[config.mk]
export PLATFORM = sky130hd
export DESIGN_NAME = pit_queue
export DESIGN_NICKNAME = d
export VERILOG_FILES = /design/src/rtl/prime_implicant_tabulator_macros.svh /design/src/rtl/pit_pkg.sv /design/src/rtl/pit_queue.sv
export SDC_FILE = /design/constraint.sdc
export NUM_CORES = 1
export LEC_CHECK = 0
export BUFFER_PORTS_ARGS = -buffer_cell sky130_fd_sc_hd__buf_2
export CAP_MARGIN = 20
export CORE_MARGIN = 3
export CORE_UTILIZATION = 45
export CTS_CLUSTER_DIAMETER = 200
export DETAILED_ROUTE_END_ITERATION = 16
export PLACE_DENSITY = 0.73
export SLEW_MARGIN = 20
export SYNTH_ARGS = -nofsm -noshare
export SYNTH_HDL_FRONTEND = slang
export SYNTH_SLANG_ARGS = --single-unit
[constraint.sdc]
create_clock -name clk -period 4 [get_ports clk]
set_clock_uncertainty 0.05 [all_clocks]
set_input_delay 0.2 -clock clk [delete_from_list [all_inputs] [get_ports clk]]
set_output_delay 0.2 -clock clk [all_outputs]
set_load 0.05 [all_outputs]
[src/rtl/prime_implicant_tabulator_macros.svh]
// Assertion macros used by the prime implicant tabulator engine.
`ifndef PRIME_IMPLICANT_TABULATOR_MACROS_SVH
`define PRIME_IMPLICANT_TABULATOR_MACROS_SVH

// Checks a property on every clock edge outside of reset.
`define PIT_ASSERT(label, prop, msg) \
  label: assert property (@(posedge clk) disable iff (!rst_n) (prop)) else $error(msg);

// Checks that a condition implies a consequent sequence outside of reset.
`define PIT_ASSERT_IMP(label, ante, cons, msg) \
  label: assert property (@(posedge clk) disable iff (!rst_n) (ante) |-> (cons)) \
    else $error(msg);

`endif

[src/rtl/pit_pkg.sv]
// Shared constants, types and a helper function of the prime implicant tabulator.
`default_nettype none
package pit_pkg;
  localparam int MAX_VARS_DEF     = 6;
  localparam int COLUMN_DEPTH_DEF = 256;
  localparam int NV_W             = 3;
  localparam int CNT_W            = 7;
  localparam int OUT_LIMIT        = 64;
  localparam int OUT_AW           = $clog2(OUT_LIMIT);
  localparam int NOUT_W           = $clog2(OUT_LIMIT + 1);
  localparam logic [CNT_W-1:0] CNT_MAX  = 7'd127;
  localparam logic [NV_W-1:0]  NV_RESET = 3'd4;

  typedef struct packed {
    logic [CNT_W-1:0] count;
    logic [NV_W-1:0]  nv;
  } job_ctl_t;

  function automatic logic [3:0] ones8(input logic [7:0] x);
    logic [3:0] c;
    c = 4'd0;
    for (int b = 0; b < 8; b++) begin
      c = c + {3'd0, x[b]};
    end
    return c;
  endfunction
endpackage
`default_nettype wire

[src/rtl/pit_queue.sv]
// Two-entry queue of loaded runs between the front end and the tabulation engine.
`default_nettype none
module pit_queue import pit_pkg::*; #(
  parameter int MAX_VARS = MAX_VARS_DEF
) (
  input  wire logic                        clk,
  input  wire logic                        rst_n,
  input  wire logic                        push,
  input  wire logic [(2**MAX_VARS)-1:0]    push_map,
  input  wire job_ctl_t                    push_ctl,
  input  wire logic                        pop,
  output logic                             full,
  output logic                             empty,
  output logic [(2**MAX_VARS)-1:0]         head_map,
  output job_ctl_t                         head_ctl
);
  localparam int MAPW = 2**MAX_VARS;

  logic [MAPW-1:0] map_q [2];
  job_ctl_t        ctl_q [2];
  logic            wp_r, rp_r;
  logic [1:0]      cnt_r;

  assign full     = (cnt_r == 2'd2);
  assign empty    = (cnt_r == 2'd0);
  assign head_map = map_q[rp_r];
  assign head_ctl = ctl_q[rp_r];

  always_ff @(posedge clk) begin
    if (push) begin
      map_q[wp_r] <= push_map;
      ctl_q[wp_r] <= push_ctl;
    end
  end

  always_ff @(posedge clk) begin
    if (!rst_n) begin
      wp_r  <= 1'b0;
      rp_r  <= 1'b0;
      cnt_r <= 2'd0;
    end else begin
      if (push) begin
        wp_r <= ~wp_r;
      end
      if (pop) begin
        rp_r <= ~rp_r;
      end
      cnt_r <= cnt_r + {1'b0, push} - {1'b0, pop};
    end
  end
endmodule
`default_nettype wire

[Yosys cells after proc, flatten, opt, wreduce, memory -nomap -nowiden]
Memory sizes are Yosys's and may differ from the RTL's. A register that Yosys moved wholly into a read port is not among the register bits.
Cells that the tools add are included.
Storage, ports and cells
  flip-flop bits (word level): 4
  word-level logic and storage cells: 17
  RAM bits: 148
  memories: 2
  input bits: 78
Cells by class
  equality and inequality tests: 1
  muxes and demuxes: 6
  $add $sub $neg: 2
  bitwise operators: 2
  reductions and logical operators: 1
Memory list
  map_q: depth 2, width 64, rd ports 1, clocked after Yosys merged registers in 1, write ports 1, RTL line pit_queue.sv:19  | logic [MAPW-1:0] map_q [2];
  ctl_q: depth 2, width 10, rd ports 1, clocked after Yosys merged registers in 1, write ports 1, RTL line pit_queue.sv:20  | job_ctl_t ctl_q [2];
Operators by type and width (number)
  2-to-1 mux 1 bit: 6
  adder 2 x 1 -> 2 bit: 1
  == test 2 bit (second input constant): 1
  logical NOT 2 bit: 1
  inverter 1 bit: 2
  subtractor 2 x 1 -> 2 bit: 1

[Depth between registers and ports, before layout]
Gate-level depths: netlist (run 1).
  depth in word-level cells: 3
  depth in mapped cells: 6

[Worst setup path after synthesis (run 1)]
OpenSTA, ideal clock, no wires.
  path type: register to register
  start: register wp_r
  end: memory ctl_q[0][0] (netlist name) (enable)
  data required time: 3434 ps
  library setup time: 516 ps
  stages on the path, launching flop included: 2
  path slack: -176 ps
  period minus slack after synthesis: 4176 ps
  data arrival time: 3609 ps
  path through: dfxtp_1 nor2b_1
RTL lines
  start, declared: RTL line pit_queue.sv:21  | logic wp_r, rp_r;
  start signal, assigned: RTL line pit_queue.sv:43  | wp_r <= ~wp_r;
  end, declared: RTL line pit_queue.sv:20
Straight into the memory's write port.

==> results of run 1 <==
==> worst min path at each step <==
| stage | start | to | slack, ps | cells after the start |
|---|---|---|---|---|
| after floorplan | push_ctl[0] | ctl_q[0][0] | 250 | 0 |
| after global placement | push_map[2] | map_q[0][2] | 340 | 1 |
| after detailed placement | push_ctl[3] | ctl_q[1][3] | 340 | 1 |
| after CTS | push | wp_r | 90 | 3 |
| after global routing | pop | flip-flop | 110 | 3 |
| final | push | wp_r | 110 | 3 |
==> layer usage <==
metal / vias up / track usage / wire, um
li1: 1470 / - / -
met1: 1553 / 0.181 / 4510
met2: 126 / 0.279 / 5710
met3: 8 / 0.0533 / 756
met4: 0 / 0.0580 / 110
met5: - / 0 / 0
==> worst min-delay path, cell delays in order <==
cell and delay (ps):
buf_2 110, nor2b_1 50, o21a_1 150
==> flip-flops by register name, indices dropped and copies added (netlist names), named ones only <==
name   count
ctl_q     20
cnt_r      2
rp_r       1
wp_r       1
map_q    128
==> Yosys cell counts (all sizes together) <==
library cell / instances
mux2: 74
nor2: 1
and2: 4
buf: 8
nor2b: 4
o21a: 1
edfxtp: 148
xor2: 1
dfxtp: 5
inv: 2
xnor3: 1
ha: 2
==> final cells by class <==
type | instances | area, um^2 | area share
clock inverters | 11 | 125 | 0.0155
repair buffers | 232 | 1580 | 0.195
multi-input cells | 88 | 1190 | 0.146
well taps | 168 | 210 | 0.0260
inverters | 2 | 7.51 | 0.000927
flip-flops and latches | 153 | 4550 | 0.562
clock buffers | 21 | 440 | 0.0544
==> cells by family (layout without fill, tap and decap cells) <==
group / Yosys count / count (layout)
AND/OR/NAND/NOR: 9 / 9
AO/OA/AOI/OAI: 1 / 1
flip-flops: 153 / 153
multiplexers: 74 / 74
buffers and inverters: 10 / 266
XOR/XNOR: 2 / 2
adder cells (fa/ha/maj): 2 / 2
==> power by group <==
group / total, mW / switching [mW] / internal, mW
sequential: 1.90 / 0.0503 / 1.85
clock: 1.50 / 0.588 / 0.916
combinational: 0.711 / 0.440 / 0.271
==> placed cells by master, fill, tap and decap left out <==
| master | n |
|---|---|
| and2_1 | 3 |
| and2_4 | 1 |
| buf_12 | 1 |
| buf_16 | 1 |
| buf_2 | 153 |
| buf_4 | 2 |
| bufinv_16 | 2 |
| clkbuf_1 | 4 |
| clkbuf_16 | 17 |
| clkinv_1 | 1 |
| clkinv_2 | 1 |
| clkinv_4 | 3 |
| clkinvlp_4 | 4 |
| dfxtp_1 | 4 |
| dfxtp_4 | 1 |
| dlygate4sd3_1 | 75 |
| edfxtp_1 | 148 |
| ha_1 | 2 |
| inv_1 | 2 |
| mux2_2 | 14 |
| mux2_4 | 60 |
| nor2_1 | 1 |
| nor2b_1 | 3 |
| nor2b_4 | 1 |
| o21a_1 | 1 |
| xnor3_1 | 1 |
| xor2_1 | 1 |
==> impl_results.md, run 1 <==
- Number of stages on the worst setup path: 3
- Layout cells sized above 1: 0.515
- Crit path capture type: primary output
- Critical path buffer and inverter count: 2
- Family with the most delay on the worst path: flip-flops
- Number of global-route vias before repair: 3439
- R2R setup slack: 2290 ps
- Hold Crit Class: input pin to flip-flop
- TritonCTS clock tree: built
- Tcrit/Tclk final: 0.649
- CP Class: flip-flop to primary output
- Post-synthesis mux area share: 0.182
- First-pass GRT wire length: 17400 um
- Die Ht: 120 um
- H-tree levels: 4
- CTS resizes: 0
- Max incr delay on CP: 900 ps
- Hold-fix buffers, CTS: 75
- Status: finished, final reports clean
- Post-layout util: 0.658
- Worst r2r path cells: 3
- Core Area: 0.0123 mm^2
- Seq/Total Area, Yosys: 0.782
- Post-Synth Simple-Gate Area: 0.00926
- Worst path slowest cell: dfxtp_4
- Pleak: 3.21 nW
- Max_slew headroom: 0.314
- Post-Syn Nets: 331
- Vias/cell: 4.68
- Largest family of logic cells by synthesized area: multiplexers
- Clock buffer depth: 2
- Die width: 120 um
- Netlist cell types: 14
- Post-Layout Cell Count: 675
- CP max FO: 50
- VDD IR max: 0.000363 V
- Synth Area in XOR/XNOR: 0.00538
- Minimum clock period: 2600 ps
- Post-Place Worst Slack: 1810 ps
- Final hold slack: 106 ps
- Ant. Diodes: 0
- Max-cap violations: 0
- IO Pins: 154
- Final Hold Viols: 0
- Fmax: 385 MHz
- Post-DP HPWL: 6630 um
- Final setup violating endpoints: 0
- Pwr Density: 509 mW/mm^2
- Reg-to-reg endpoint: map_q[0][30]
- Final Cell Area: 0.00810 mm^2
- Yosys reg bits: 153
- I/O Buffers: 153
- DR iter-0 viols: 171
- CP Capture Point: head_ctl[7]
- Synth Area in Compound Gates: 0.00129
- Yosys top cell area share: 0.765
- Initial antenna violation count: 0
- Root buf cell: clkbuf_16
- CP Data Arrival Time: 2350 ps
- Final worst setup slack: 1400 ps
- Routed length per placed instance: 16.4 um
- Total gr overflow: 0
- CTS Sinks: 153
- RSZ-0062 raised after global routing: no
- DR vias: 3157
- R2R Path Start: wp_r
- CP Data Required Time: 3750 ps
- Worst path cell trace: buf_4 -> mux2_4 -> buf_2
- Cells after Synth: 251
- Area of the die: 0.0143 mm^2
- Initial core utilization: 0.472
- Post-placement cell area: 0.00675 mm^2
- Post-DRT Antenna Nets: 0
- Placed Instances: 567
- Mean Syn Cell Area: 23.2 um^2
- Setup_tns: 0 ps
- Cts bufs inserted: 17
- DRT Pass-1 Iters: 4
- Nets: 574
- CP Launch Type: flip-flop
- Max Slew Vio Count: 0
- Syn Std Cell Area: 0.00581 mm^2
- Skew-Pair Late Insertion Delay: 410 ps
- Post-CTS setup buffers: 0
- Pin count of the biggest net entering global routing: 75
- GP Congestion: 0.663
- # fillers: 844
- Total Power: 4.12 mW
- Leading area contributor after synthesis: edfxtp_1
- Final wirelength: 11100 um
- Synth top area cells: edfxtp_1, mux2_4, mux2_2, dfxtp_1, buf_6
- Clock slew at reported path FFs: 50 ps
- Area Overhead vs Synth: 39.3%
- Post-route DRC: 0
- Row count: 40
- Adder-Cell Fraction of Synth Area: 0.00431
- Synth Warn #: 0
- Total GRT Usage: 0.159
- Worst slew pin tran: 1030 ps
Note: power is estimated with default switching activity, not from simulation.
==> run 2: changes to the inputs <==
PLACE_DENSITY = 0.7   (was 0.73)
clock period = 2.5 ns   (was 4 ns; I/O delays follow)
==> run 2 against run 1 <==
Register-to-register slack got worse by 1300 ps. Worst setup slack got worse by 910 ps. Critical path depth did not move. Sequential share of layout area fell by 0.15 points. Hold slack got worse by 73 ps. Via count barely moved. Sequential cell count did not move. Utilization rose by 0.17 points. Critical endpoint is now head_map[10]. Largest cell class unchanged.
==> impl_results.md, run 2 (synthesized netlist as in run 1, its figures left out) <==
- Sequential fraction of design power: 0.451 (-0.011)
- Worst path cell trace: buf_4 -> mux2_2 -> buf_2
- CP Data Required Time: 2330 ps (-1420 ps)
- Max-cap violations: 0 (unchanged)
- Post-placement cell area: 0.00678 mm^2 (+0.41%)
- VDD IR max: 0.000510 V (+40%)
- Vias/cell: 4.67 (about the same)
- Die Ht: 120 um (unchanged)
- Hold Path Origin: pop
- Max_slew headroom: 0.612 (+0.297)
- Clock power frac: 0.374 (+0.009)
- Layout cells sized above 1: 0.520 (+0.00489)
- Max incr delay on CP: 440 ps (-460 ps)
- Final wirelength: 10800 um (-2.9%)
- Post-DRT Antenna Nets: 0 (unchanged)
- Pin count of the biggest net entering global routing: 49 (-35%)
- Final hold slack: 32.3 ps (-73.5 ps)
- Die width: 120 um (unchanged)
- Largest regs: map_q: 128 flops, ctl_q: 20 flops, cnt_r: 2 flops
- Initial core utilization: 0.472 (unchanged)
- Pleak: 3.23 nW (+0.61%)
- Worst slew pin tran: 582 ps (-446 ps)
- Area of the multi-input gates: 0.00119 mm^2 (unchanged)
- P_int: 4.96 mW (+63%)
- Total gr overflow: 0 (unchanged)
- Max Slew Vio Count: 0 (unchanged)
- Largest register FFs: 128 (unchanged)
- Area Overhead vs Synth: 39.7%
- Final Hold Viols: 0 (unchanged)
- IO Pins: 154 (unchanged)
- Highest-count cells in the layout ignoring fill and taps: buf_2, edfxtp_1, dlygate4sd3_1
- Core Area: 0.0123 mm^2 (unchanged)
- H-tree levels: 4 (unchanged)
- Number of global-route vias before repair: 3310 (-3.8%)
- Crit path capture type: primary output
- Commonest non-fill, non-tap cell in the layout: buf_2
- Post-route DRC: 0 (unchanged)
- Cts bufs inserted: 17 (unchanged)
- Total GRT Usage: 0.156 (-0.00301)
- Sw power: 1.71 mW (+59%)
- Largest reg by FF count: map_q
- Clock slew at reported path FFs: 60 ps (about the same)
- RSZ-0062 raised after global routing: no
- DR iter-0 viols: 265 (+55%)
- DR vias: 3159 (+0.063%)
- Minimum clock period: 2000 ps
- Post-DP HPWL: 6480 um (-2.2%)
- Row count: 40 (unchanged)
- Initial antenna violation count: 0 (unchanged)
- TritonCTS clock tree: built
- CTS Sinks: 153 (unchanged)
- Power share of the combinational group: 0.176 (+0.003)
- Post-CTS setup buffers: 0 (unchanged)
- Area of the die: 0.0143 mm^2 (unchanged)
- Sequential cell area: 0.00455 mm^2 (unchanged)
- R2R Path Start: wp_r
- Ant. Diodes: 0 (unchanged)
- DRT Pass-1 Iters: 5 (+1)
- Nets: 575 (+0.17%)
- Root buf cell: clkbuf_16
- Pwr Density: 821 mW/mm^2 (+61%)
- CP max FO: 30 (-40%)
- Setup_tns: 0 ps (unchanged)
- Hold Crit Class: input pin to flip-flop
- # fillers: 860 (+1.9%)
- Final setup violating endpoints: 0 (unchanged)
- CP Launch Type: flip-flop
- Worst path slowest cell: buf_4
- Switching Share: 0.257 (-0.00499)
- CP Data Arrival Time: 1830 ps (-520 ps)
- First-pass GRT wire length: 17000 um (-2.2%)
- Clock buffer depth: 2 (unchanged)
- Fmax: 499 MHz
- Routed length per placed instance: 15.9 um (-3.1%)
- CP Class: flip-flop to primary output
- I/O Buffers: 153 (unchanged)
- Final Cell Area: 0.00812 mm^2 (+0.26%)
- GP Congestion: 0.676 (+1.9%)
- Status: finished, final reports clean
- Tcrit/Tclk final: 0.802
- Skew-Pair Late Insertion Delay: 410 ps (about the same)
run 2: path summary, 6_finish.rpt:
path	end	slack [ps]	depth (start not counted)
worst min register to register	rp_r	550	2
worst max register to register	map_q[1][57]	980	2
worst max-delay path	head_map[10]	500	3
worst min-delay path	rp_r	30	3
run 2: cell type report:
cell class,instances,share of cell area
Clock buffer,19,0.0533
Inverter,2,0.000925
Clock inverter,13,0.0190
Multi-Input combinational cell,88,0.146
Timing Repair Buffer,233,0.195
Sequential cell,153,0.560
Tap cell,168,0.0259
run 2: stage by stage:
| stage | worst slack [ps] | power [mW] | std cells | utilization |
|---|---|---|---|---|
| 3_5_place_dp | 913 | 4.14 | 569 | 0.551 |
| 4_1_cts | 458 | 6.74 | 676 | 0.659 |
| 6_report | 496 | 6.67 | 676 | 0.659 |
| 5_1_grt | 431 | 6.91 | 676 | 0.659 |
| 2_1_floorplan | 591 | 3.90 | 251 | - |
| 3_3_place_gp | 948 | 4.12 | 569 | 0.551 |
run 2: worst max-delay path, delay by kind of cell, from the launching register on:
family,cells,cell delay [ps]
mux,1,400
flops,1,350
buf+inv,2,650
run 2: timing repair:
item / CTS / global route
endpoints found under the hold margin: 153 / 0
hold buffers: 75 / 0
gates resized for setup: 0 / 0
endpoints found under the setup margin: 0 / 0
run 2: power groups by stage:
stage          registers (mW)  clock network [mW]  logic, mW
5_1_grt                  3.02                2.67       1.23
3_5_place_dp             3.06                   0       1.08
2_1_floorplan            3.05                   0      0.853
4_1_cts                  3.00                2.56       1.18
6_report                 3.00                2.49       1.17
3_3_place_gp             3.05                   0       1.07
run 2: routing by layer:
layer  routed length [um]  global-route usage  share of wire  up-vias
li1                     -                   -              -     1477
met5                    0                   0              0        -
met3                  707              0.0537          0.066       18
met2                 5390               0.252           0.50      121
met1                 4450               0.190           0.41     1543
met4                  214              0.0694          0.020        0
