[src/rtl/prime_implicant_tabulator_macros.svh]
// Assertion macros used by the prime implicant tabulator engine.
`ifndef PRIME_IMPLICANT_TABULATOR_MACROS_SVH
`define PRIME_IMPLICANT_TABULATOR_MACROS_SVH

// Checks a property on every clock edge outside of reset.
`define PIT_ASSERT(label, prop, msg) \
  label: assert property (@(posedge clk) disable iff (!rst_n) (prop)) else $error(msg);

// Checks that a condition implies a consequent sequence outside of reset.
`define PIT_ASSERT_IMP(label, ante, cons, msg) \
  label: assert property (@(posedge clk) disable iff (!rst_n) (ante) |-> (cons)) \
    else $error(msg);

`endif

[src/rtl/pit_pkg.sv]
// Shared constants, types and a helper function of the prime implicant tabulator.
`default_nettype none
package pit_pkg;
  localparam int MAX_VARS_DEF     = 6;
  localparam int COLUMN_DEPTH_DEF = 256;
  localparam int NV_W             = 3;
  localparam int CNT_W            = 7;
  localparam int OUT_LIMIT        = 64;
  localparam int OUT_AW           = $clog2(OUT_LIMIT);
  localparam int NOUT_W           = $clog2(OUT_LIMIT + 1);
  localparam logic [CNT_W-1:0] CNT_MAX  = 7'd127;
  localparam logic [NV_W-1:0]  NV_RESET = 3'd4;

  typedef struct packed {
    logic [CNT_W-1:0] count;
    logic [NV_W-1:0]  nv;
  } job_ctl_t;

  function automatic logic [3:0] ones8(input logic [7:0] x);
    logic [3:0] c;
    c = 4'd0;
    for (int b = 0; b < 8; b++) begin
      c = c + {3'd0, x[b]};
    end
    return c;
  endfunction
endpackage
`default_nettype wire

[src/rtl/pit_front.sv]
// Front end: configuration register, minterm set and item count, hands runs to the queue.
`default_nettype none
module pit_front import pit_pkg::*; #(
  parameter int MAX_VARS = MAX_VARS_DEF
) (
  input  wire logic                     clk,
  input  wire logic                     rst_n,
  input  wire logic                     cfg_we,
  input  wire logic [NV_W-1:0]          cfg_var_count,
  input  wire logic                     start,
  input  wire logic [MAX_VARS-1:0]      in_minterm,
  input  wire logic                     in_last,
  input  wire logic                     q_full,
  output logic                          busy,
  output logic                          q_push,
  output logic [(2**MAX_VARS)-1:0]      q_map,
  output job_ctl_t                      q_ctl
);
  localparam int MAPW = 2**MAX_VARS;

  logic [NV_W-1:0]     nv_r;
  logic [MAPW-1:0]     map_r, map_nxt;
  logic [CNT_W-1:0]    count_r, count_nxt;
  logic [NV_W-1:0]     nv_eff;
  logic [MAX_VARS-1:0] mask;
  logic [MAX_VARS-1:0] m;
  logic                accept;

  always_comb begin
    if (nv_r == '0) begin
      nv_eff = NV_W'(1);
    end else if (int'(nv_r) > MAX_VARS) begin
      nv_eff = NV_W'(MAX_VARS);
    end else begin
      nv_eff = nv_r;
    end
  end

  assign mask      = ~({MAX_VARS{1'b1}} << nv_eff);
  assign m         = in_minterm & mask;
  assign accept    = start & ~q_full;
  assign busy      = q_full;
  assign map_nxt   = map_r | (MAPW'(1) << m);
  assign count_nxt = (count_r < CNT_MAX) ? count_r + CNT_W'(1) : count_r;
  assign q_push    = accept & in_last;
  assign q_map     = map_nxt;
  assign q_ctl     = '{count: count_nxt, nv: nv_eff};

  always_ff @(posedge clk) begin
    if (!rst_n) begin
      nv_r    <= NV_RESET;
      map_r   <= '0;
      count_r <= '0;
    end else begin
      if (cfg_we) begin
        nv_r <= cfg_var_count;
      end
      if (accept) begin
        // The last item closes the run: its set goes to the queue and the front starts over.
        if (in_last) begin
          map_r   <= '0;
          count_r <= '0;
        end else begin
          map_r   <= map_nxt;
          count_r <= count_nxt;
        end
      end
    end
  end
endmodule
`default_nettype wire

[config.mk]
export PLATFORM = sky130hd
export DESIGN_NAME = pit_front
export DESIGN_NICKNAME = d
export VERILOG_FILES = /design/src/rtl/prime_implicant_tabulator_macros.svh /design/src/rtl/pit_pkg.sv /design/src/rtl/pit_front.sv
export SDC_FILE = /design/constraint.sdc
export NUM_CORES = 1
export LEC_CHECK = 0
export BUFFER_PORTS_ARGS = -buffer_cell sky130_fd_sc_hd__buf_2
export CAP_MARGIN = 20
export CORE_MARGIN = 4
export CORE_UTILIZATION = 48
export DETAILED_ROUTE_END_ITERATION = 7
export PLACE_DENSITY = 0.87
export REMOVE_ABC_BUFFERS = 1
export SYNTH_ARGS = -nofsm -noshare
export SYNTH_HDL_FRONTEND = slang
export SYNTH_SLANG_ARGS = --single-unit
[constraint.sdc]
create_clock -name clk -period 1.73 [get_ports clk]
set_clock_uncertainty 0.2 [all_clocks]
set_input_delay 0.173 -clock clk [delete_from_list [all_inputs] [get_ports clk]]
set_output_delay 0.173 -clock clk [all_outputs]
set_load 0.01 [all_outputs]
* After elaboration in Yosys (flattened, before gate mapping)
Cells that the tools add are included.
** Storage, ports and cells
- Flip-flop bits (word level) :: 74
- Bits of input ports :: 15
- Output and inout port bits :: 76
- Logic and storage cells :: 20
** Operators by class
- Add/subtract/negate cells :: 1
- $lt $le $gt $ge :: 2
- Shifts and indexed selects :: 2
- Multiplexer cells :: 5
- Bitwise gates (word level) :: 6
- Reductions and logical operators :: 1
** Operator list (number)
- $mux W64 :: 1
- $or A64 B64 Y64 :: 1
- $shl A1 B6 Y64 const A :: 1
- $mux W7 :: 2
- $add A7 B1 Y7 const B :: 1
- $lt A7 B7 Y1 const B :: 1
- $and A6 B6 Y6 :: 1
- $mux W3 :: 2
- $not A6 Y6 :: 1
- $shl A6 B3 Y6 const A :: 1
- $gt A3 B3 Y1 const B :: 1
- $logic_not A3 Y1 :: 1
- $and A1 B1 Y1 :: 2
- $not A1 Y1 :: 1

* Longest topological paths before layout
Gate-level depths: netlist of the first run.
- Depth after elaboration :: 9
- Gate-level depth with buffers :: 7
- Depth with buffers taken out :: 5

* Least setup slack after synthesis of the first run
Ideal clock, no wire load.
- Kind :: register to output
- Start point :: register nv_r[2]
- End point :: output q_map[12]
- Arrival time :: 1318 ps
- Data required time :: 1357 ps
- Setup slack :: 39 ps
- Stages on the path, launching flop included :: 8
- Buffers on the path :: 3
- Cell sequence :: dfxtp_1 -> buf_6 -> a21o_1 -> and3b_1 -> buf_2 -> and2_4 -> buf_6 -> a21o_1
** Between the ends
- Cells in the longest elaborated chain, start to end :: 8
- Elaborated cells between the ends (all ways) :: 9
- Those cells by class :: order compare (1); shift (2); mux (2); bitwise (3); reduce/logical (1)
** Ends and longest elaborated chain
- start, declared :: line pit_front.sv:21 : logic [NV_W-1:0] nv_r;
- start signal, assigned :: line pit_front.sv:56 : nv_r <= cfg_var_count;
- $gt A3 B3 Y1 :: line pit_front.sv:32 : end else if (int'(nv_r) > MAX_VARS) begin
- $mux W3 :: line pit_front.sv:32
- $mux W3 (*) :: line pit_front.sv:30 : if (nv_r == '0) begin
- $shl A6 B3 Y6 (*) :: line pit_front.sv:39 : assign mask = ~({MAX_VARS{1'b1}} << nv_eff);
- $not A6 Y6 (*) :: line pit_front.sv:39
- $and A6 B6 Y6 (*) :: line pit_front.sv:40 : assign m = in_minterm & mask;
- $shl A1 B6 Y64 (*) :: line pit_front.sv:43 : assign map_nxt = map_r | (MAPW'(1) << m);
- $or A64 B64 Y64 (*) :: line pit_front.sv:43
- end, declared :: line pit_front.sv:16 : output logic [(2**MAX_VARS)-1:0] q_map,
Mark *: on every way between the ends. The rest lies on a longest branch, timed or not.

* Worst setup path in the final report of the first run
- Start point :: register nv_r[1]
- End point :: output q_map[21]
Same word-level chain as after synthesis.

==> results of run 1 <==
state kept, by name, summed over array words and instances (netlist names):
name,count
nv_r,3
count_r,7
map_r,64
synthesized netlist by cell type (2+ instances only):
cell and n:
nand3_1 7, inv_1 2, o211ai_1 2, and3_1 5
a21bo_2 2, o21ai_0 11, a21o_1 50, buf_4 3
a21oi_1 38, and2_4 2, nand2_1 20, buf_2 17
o21a_1 4, buf_6 6, clkbuf_1 9, nand2b_1 3
a31oi_1 16, nor2_1 66, clkbuf_2 2, mux2i_1 3
and2_1 4, nor2b_1 6, xor2_1 2, a31o_2 16
nor3_1 11, dfxtp_1 74, a22o_1 8
cell families (layout without fill, tap and decap cells):
group,after synthesis,in the layout,share of synthesized area [%]
DFF,74,74,41.9
adders and majority gates,1,1,0.354
xor gates and xnor gates,2,2,0.496
AOI/OAI and AO/OA,159,159,31.3
buffers and inverters,39,206,6.41
muxes,4,4,1.17
and+or+nand+nor,136,136,18.4
worst max-delay path, delay by kind of cell (launching register included):
| family | cells | cell delay, ns |
|---|---|---|
| AO/OA/AOI/OAI | 2 | 0.47 |
| buffers and inverters | 3 | 0.47 |
| flip-flops | 1 | 0.38 |
| AND/OR/NAND/NOR | 1 | 0.15 |
final timing paths:
check | cells after the start | start | to | slack [ns]
worst min register to register | 2 | map_r[5]$_SDFFE_PN0P_ | map_r[5]$_SDFFE_PN0P_ | 0.26
worst min-delay path | 5 | q_full | count_r[2]$_SDFFE_PN0P_ | 0.12
worst max-delay path | 6 | nv_r[1]$_SDFFE_PN0P_ | q_map[21] | -0.48
worst max register to register | 7 | nv_r[1]$_SDFFE_PN0P_ | map_r[60]$_SDFFE_PN0P_ | -0.19
where the power goes:
| part | internal (mW) | switching (mW) | total [mW] |
|---|---|---|---|
| registers | 1.71 | 0.0146 | 1.72 |
| clock network | 0.690 | 0.782 | 1.47 |
| logic | 0.331 | 0.419 | 0.750 |
| total | 2.73 | 1.22 | 3.95 |
per-stage QoR:
step,power (mW),TNS [ns],std cells
floorplan,1.97,-46.71,378
global placement,2.18,-1.13,611
detailed placement,2.19,-2.67,611
CTS,3.68,-20.45,649
global route,4.06,-35.34,681
finish,3.95,-30.55,681
per-layer routing:
metal | track usage (%) | vias to the layer above | share of wire, %
met3 | 6.81 | 104 | 10
met2 | 42.1 | 358 | 46
li1 | - | 1821 | -
met4 | 8.30 | 0 | 6.2
met1 | 32.3 | 2034 | 37
met5 | 0 | - | 0
timing repair:
item,in CTS,in global routing
gates resized for setup,67,131
hold buffers,8,0
pin swaps,14,57
hold endpoints to repair,8,0
endpoints found under the setup margin,79,124
gates cloned,1,5
buffers inserted,13,28
cell usage in the layout, fill, tap and decap left out, types with 3 or more instances in the layout:
master          n
o21ai_1         3
a31oi_1        15
a22o_1          8
o21ai_2         4
buf_12          5
nor2b_1         5
buf_4          53
nand3_1         3
nor2_4         11
a31o_2          6
a21o_1         49
a21oi_2         9
nor3_4         10
dfxtp_4         5
inv_6           4
nand2_1        17
nor2_1         53
dlygate4sd3_1   8
buf_6          56
dfxtp_1        67
a31o_4         10
buf_2          63
mux2i_1         3
and3_4          3
clkbuf_8        9
o21ai_4         3
nand3_2         3
o21a_1          4
a21oi_1        28
o21ai_0         3
nor2_2          3
and2_4          7
cell type report:
cell class,count,area share [%]
clock buffer,9,2.13
clock inverter,7,1.40
timing repair buffer,188,27.3
inverter,2,0.193
multi-input combinational,302,41.1
tap,99,2.13
sequential,74,25.8
==> impl_metrics.yaml, run 1 <==
outcome:
  status: "finished with violations"
  violations: "setup timing"
die:
  start_util_pct: 49.0
  core_area_um2: 7210
  row_count: 31
  ioPinCount: 91
  die-width_um: 93.8
  die_area_um2: 8800
  fp.dieH_um: 93.8
worst_setup_path:
  worst_path_max_delay_cell: "dfxtp_4"
  path_cells: "buf_6 -> nand2b_4 -> a21oi_4 -> clkbuf_16 -> a31o_2 -> buf_6"
  crit_fanout: 8
  worstSetupPathType: "reg2out"
  worst_path_most_repeated_cell: "buf_6"
  required_ns: 1.36
  cp_slowest_stage_delay_ns: 0.38
  crit_path_end_kind: "output pin"
  startpoint_type: "register"
  arrival_ns: 1.84
drt:
  drt_iter0_drc: 540
  postRouteAntennaNets: 0
  wl_per_cell_um: 23.1
  viasPerCell: 6.34
  vias: 4317
  wl_um: 15700
  dr.pass1.iters: 5
  drc_errors: 0
sta:
  worst_slack_ns: -0.484
  max_freq_ghz: 0.452
  fin_crit_sh_pct: 128
  rsz0062_at_grt: "true"
  slew_violations: 0
  slew_headroom_pct: 70.1
  final_hold_viol_count: 0
  worst_slew_pin_slew_ns: 0.449
  setup_viol_count_final: 117
  min_period_ns: 2.21
  holdWs_ns: 0.119
place:
  io_buffers: 90
  placed_area_um2: 4270
  hpwl_um: 7160
  routabilityCongestion: 0.872
  dp_worst_setup_slack_ns: -0.0959
power_and_ir_drop:
  vdd.ir_drop.worst_v: 0.000621
  p_leak_nw: 2.95
  p_per_area_nw_per_um2: 677
min_path:
  hold_class: "in2reg"
job:
  maxCapViolCount: 0
synth:
  yosysWarnings: 0
  synth_top_cell_by_area: "dfxtp_1"
  syn_inst: 415
  seq_area_frac_synth_pct: 41.9
  synthArstFlopShare_pct: 0
  synthesis.area_um2: 3530
  synth_area_per_cell_um2: 8.52
  synth_area_leaders: "dfxtp_1, a21o_1, nor2_1, a21oi_1, a31o_2"
  synth_top_flop_cell: "dfxtp_1"
  ys_seq_elements: 74
  synth_top_area_share_pct: 41.9
  synth_edf_count: 0
  ys_types: 53
global_routing:
  grt_pass1_wl_um: 18000
  overflow: 0
  antenna_found_initial: 0
  grt_pass1_vias: 3620
  track_usage_pct: 25.5
  grt_max_degree: 33
clock_network:
  cts.sinks: 74
  htreeDepth: 3
  clk_latency_ns: 0.37
  cts_made_buffers: 9
  cts_tree: "yes"
  clk_pin_slew_ns: 0.09
  ctsLongestPathBuffers: 2
  cts_root_buffer: "clkbuf_8"
layout:
  n_antenna_cell: 0
  area_delta_synth_final_pct: 64.9
  final_nets: 593
  fillerInstances: 392
  fin_util_pct: 80.8
  final_cell_area_um2: 5830
  multiInputGateArea_um2: 2400
  seqCellArea_um2: 1500
  drive_above_1_share_pct: 51.5
Note: power is estimated with default switching activity, not from simulation.
==> run 2: changes to the inputs <==
--- a/config.mk
+++ b/config.mk
@@ -11,7 +11,9 @@
 export CORE_UTILIZATION = 48
 export DETAILED_ROUTE_END_ITERATION = 7
 export PLACE_DENSITY = 0.87
+export RECOVER_POWER = 100
 export REMOVE_ABC_BUFFERS = 1
+export SLEW_MARGIN = 20
 export SYNTH_ARGS = -nofsm -noshare
 export SYNTH_HDL_FRONTEND = slang
 export SYNTH_SLANG_ARGS = --single-unit
==> impl_metrics.yaml, run 2 (synthesized netlist as in run 1, its figures left out) <==
worst_setup_path:
  r2r-end: "map_r[60]$_SDFFE_PN0P_"
  worst_path_most_repeated_cell: "buf_6"
  startpoint_type: "register"
  crit_path_end_kind: "output pin"
  worstSetupPathType: "reg2out"
  worst_path_max_delay_cell: "dfxtp_4"
  crit_fanout: 8
  cp_slowest_stage_delay_ns: 0.38
  cp-endpoint: "q_map[21]"
  ff2ff_path_depth: 7
  cp.depth: 6
  path_cells: "buf_6 -> nand2b_4 -> a21oi_4 -> clkbuf_16 -> a31o_2 -> buf_6"
  r2r-start: "nv_r[1]$_SDFFE_PN0P_"
  arrival_ns: 1.84
  crit_path_start: "nv_r[1]$_SDFFE_PN0P_"
  rrSetupSlack_ns: -0.19
  crit_family: "compound AO/OA/AOI/OAI gates"
  worst-path-buf-inv: 3
  required_ns: 1.36
clock_network:
  clk_latency_ns: 0.37
  ctsLongestPathBuffers: 2
  cts.sinks: 74
  cts_tree: "yes"
  htreeDepth: 3
  cts_root_buffer: "clkbuf_8"
  clk_pin_slew_ns: 0.09
  cts_made_buffers: 9
die:
  ioPinCount: 91
  die-width_um: 93.8
  die_area_um2: 8800
  core_area_um2: 7210
  start_util_pct: 49.0
  row_count: 31
  fp.dieH_um: 93.8
layout:
  final_nets: 593
  area_delta_synth_final_pct: 64.8
  layout_common_cells: "dfxtp_1, buf_2, buf_6"
  final_common_cell: "dfxtp_1"
  fin_util_pct: 80.8
  regMostFlops: "map_r"
  fillerInstances: 393
  stdcell_count: 681
  n_antenna_cell: 0
  largest_register_ffs: 64
  top_regs: "map_r x64, count_r x7, nv_r x3"
  drive_above_1_share_pct: 51.4
place:
  io_buffers: 90
  dp.cells: 611
  dp_worst_setup_slack_ns: -0.0959
  routabilityCongestion: 0.872
  hpwl_um: 7160
power_and_ir_drop:
  p_leak_nw: 2.95
  p_per_area_nw_per_um2: 678
  vdd.ir_drop.worst_v: 0.000621
drt:
  dr.pass1.iters: 6
  viasPerCell: 6.36
  drt_iter0_drc: 540
  wl_um: 15800
  wl_per_cell_um: 23.2
  vias: 4331
  postRouteAntennaNets: 0
  drc_errors: 0
global_routing:
  overflow: 0
  grt_pass1_vias: 3620
  antenna_found_initial: 0
  track_usage_pct: 25.5
  grt_max_degree: 33
  grt_pass1_wl_um: 18000
sta:
  slew_headroom_pct: 70.1
  max_freq_ghz: 0.451
  rsz0062_at_grt: "true"
  holdWs_ns: 0.117
  slew_violations: 0
  worst_slack_ns: -0.487
  final_hold_viol_count: 0
  fin_crit_sh_pct: 128
  setup_viol_count_final: 118
  min_period_ns: 2.22
  worst_slew_pin_slew_ns: 0.448
  finalSetupTns_ns: -30.83
job:
  maxCapViolCount: 0
outcome:
  status: "finished with violations"
  violations: "setup timing"
min_path:
  hold_class: "in2reg"
==> run 2: cell types whose count changed in the layout (fill, tap and decap cells not counted) <==
cell	change
clkbuf_1	+1
buf_2	-1
==> run 2: how the worst min path moves through the flow <==
stage | start | endpoint | slack, ns | depth (start not counted)
after CTS | q_full | count_r[2]$_SDFFE_PN0P_ | 0.10 | 5
after floorplan | rst_n | nv_r[2]$_SDFFE_PN1P_ | 0.03 | 1
after global placement | cfg_var_count[2] | nv_r[2]$_SDFFE_PN1P_ | 0.23 | 3
after global routing | q_full | count_r[2]$_SDFFE_PN0P_ | 0.13 | 5
after detailed placement | cfg_var_count[2] | nv_r[2]$_SDFFE_PN1P_ | 0.22 | 3
final | q_full | count_r[2]$_SDFFE_PN0P_ | 0.12 | 5
==> run 2: layer usage <==
layer / wire [um] / share of wire, % / vias to the layer above / track usage (%)
met1: 5900 / 37 / 2041 / 32.3
li1: - / - / 1820 / -
met4: 1020 / 6.5 / 0 / 8.30
met2: 7180 / 46 / 362 / 42.1
met5: 0 / 0 / - / 0
met3: 1670 / 11 / 108 / 6.81
==> run 2: what timing repair did <==
action                                  CTS  global route
gates resized for setup                  67           131
endpoints found under the setup margin   79           124
hold endpoints to repair                  8             0
cloned                                    1             5
hold buffers                              8             0
pin swaps                                14            57
buffers inserted                         13            28
==> run 2: report_power, final <==
part	internal, mW	switching [mW]	leakage [nW]
Sequential	1.71	0.0147	0.601
Combinational	0.331	0.420	2.25
Clock	0.690	0.786	0.101
==> run 2: final cells by class <==
cell class	instances	area [um^2]	share of cell area [%]
Timing Repair Buffer	188	1590	27.2
Multi-Input combinational cell	302	2400	41.1
Clock inverter	7	81.3	1.40
Clock buffer	9	124	2.13
Tap cell	99	124	2.13
Sequential cell	74	1500	25.8
Inverter	2	11.3	0.193
==> run 2: worst register-to-register path, cell delays in order, from the launching register on <==
cell	delay, ns
dfxtp_4	0.40
buf_4	0.12
buf_6	0.10
nand4_4	0.18
buf_6	0.23
nor3_4	0.29
a21oi_1	0.15
nor2_1	0.16
==> run 2: through the flow <==
step	cell area (um^2)	total power [mW]
finish	5830	3.95
global route	5830	4.06
CTS	4930	3.68
detailed placement	4270	2.19
global placement	4270	2.18
floorplan	3320	1.97
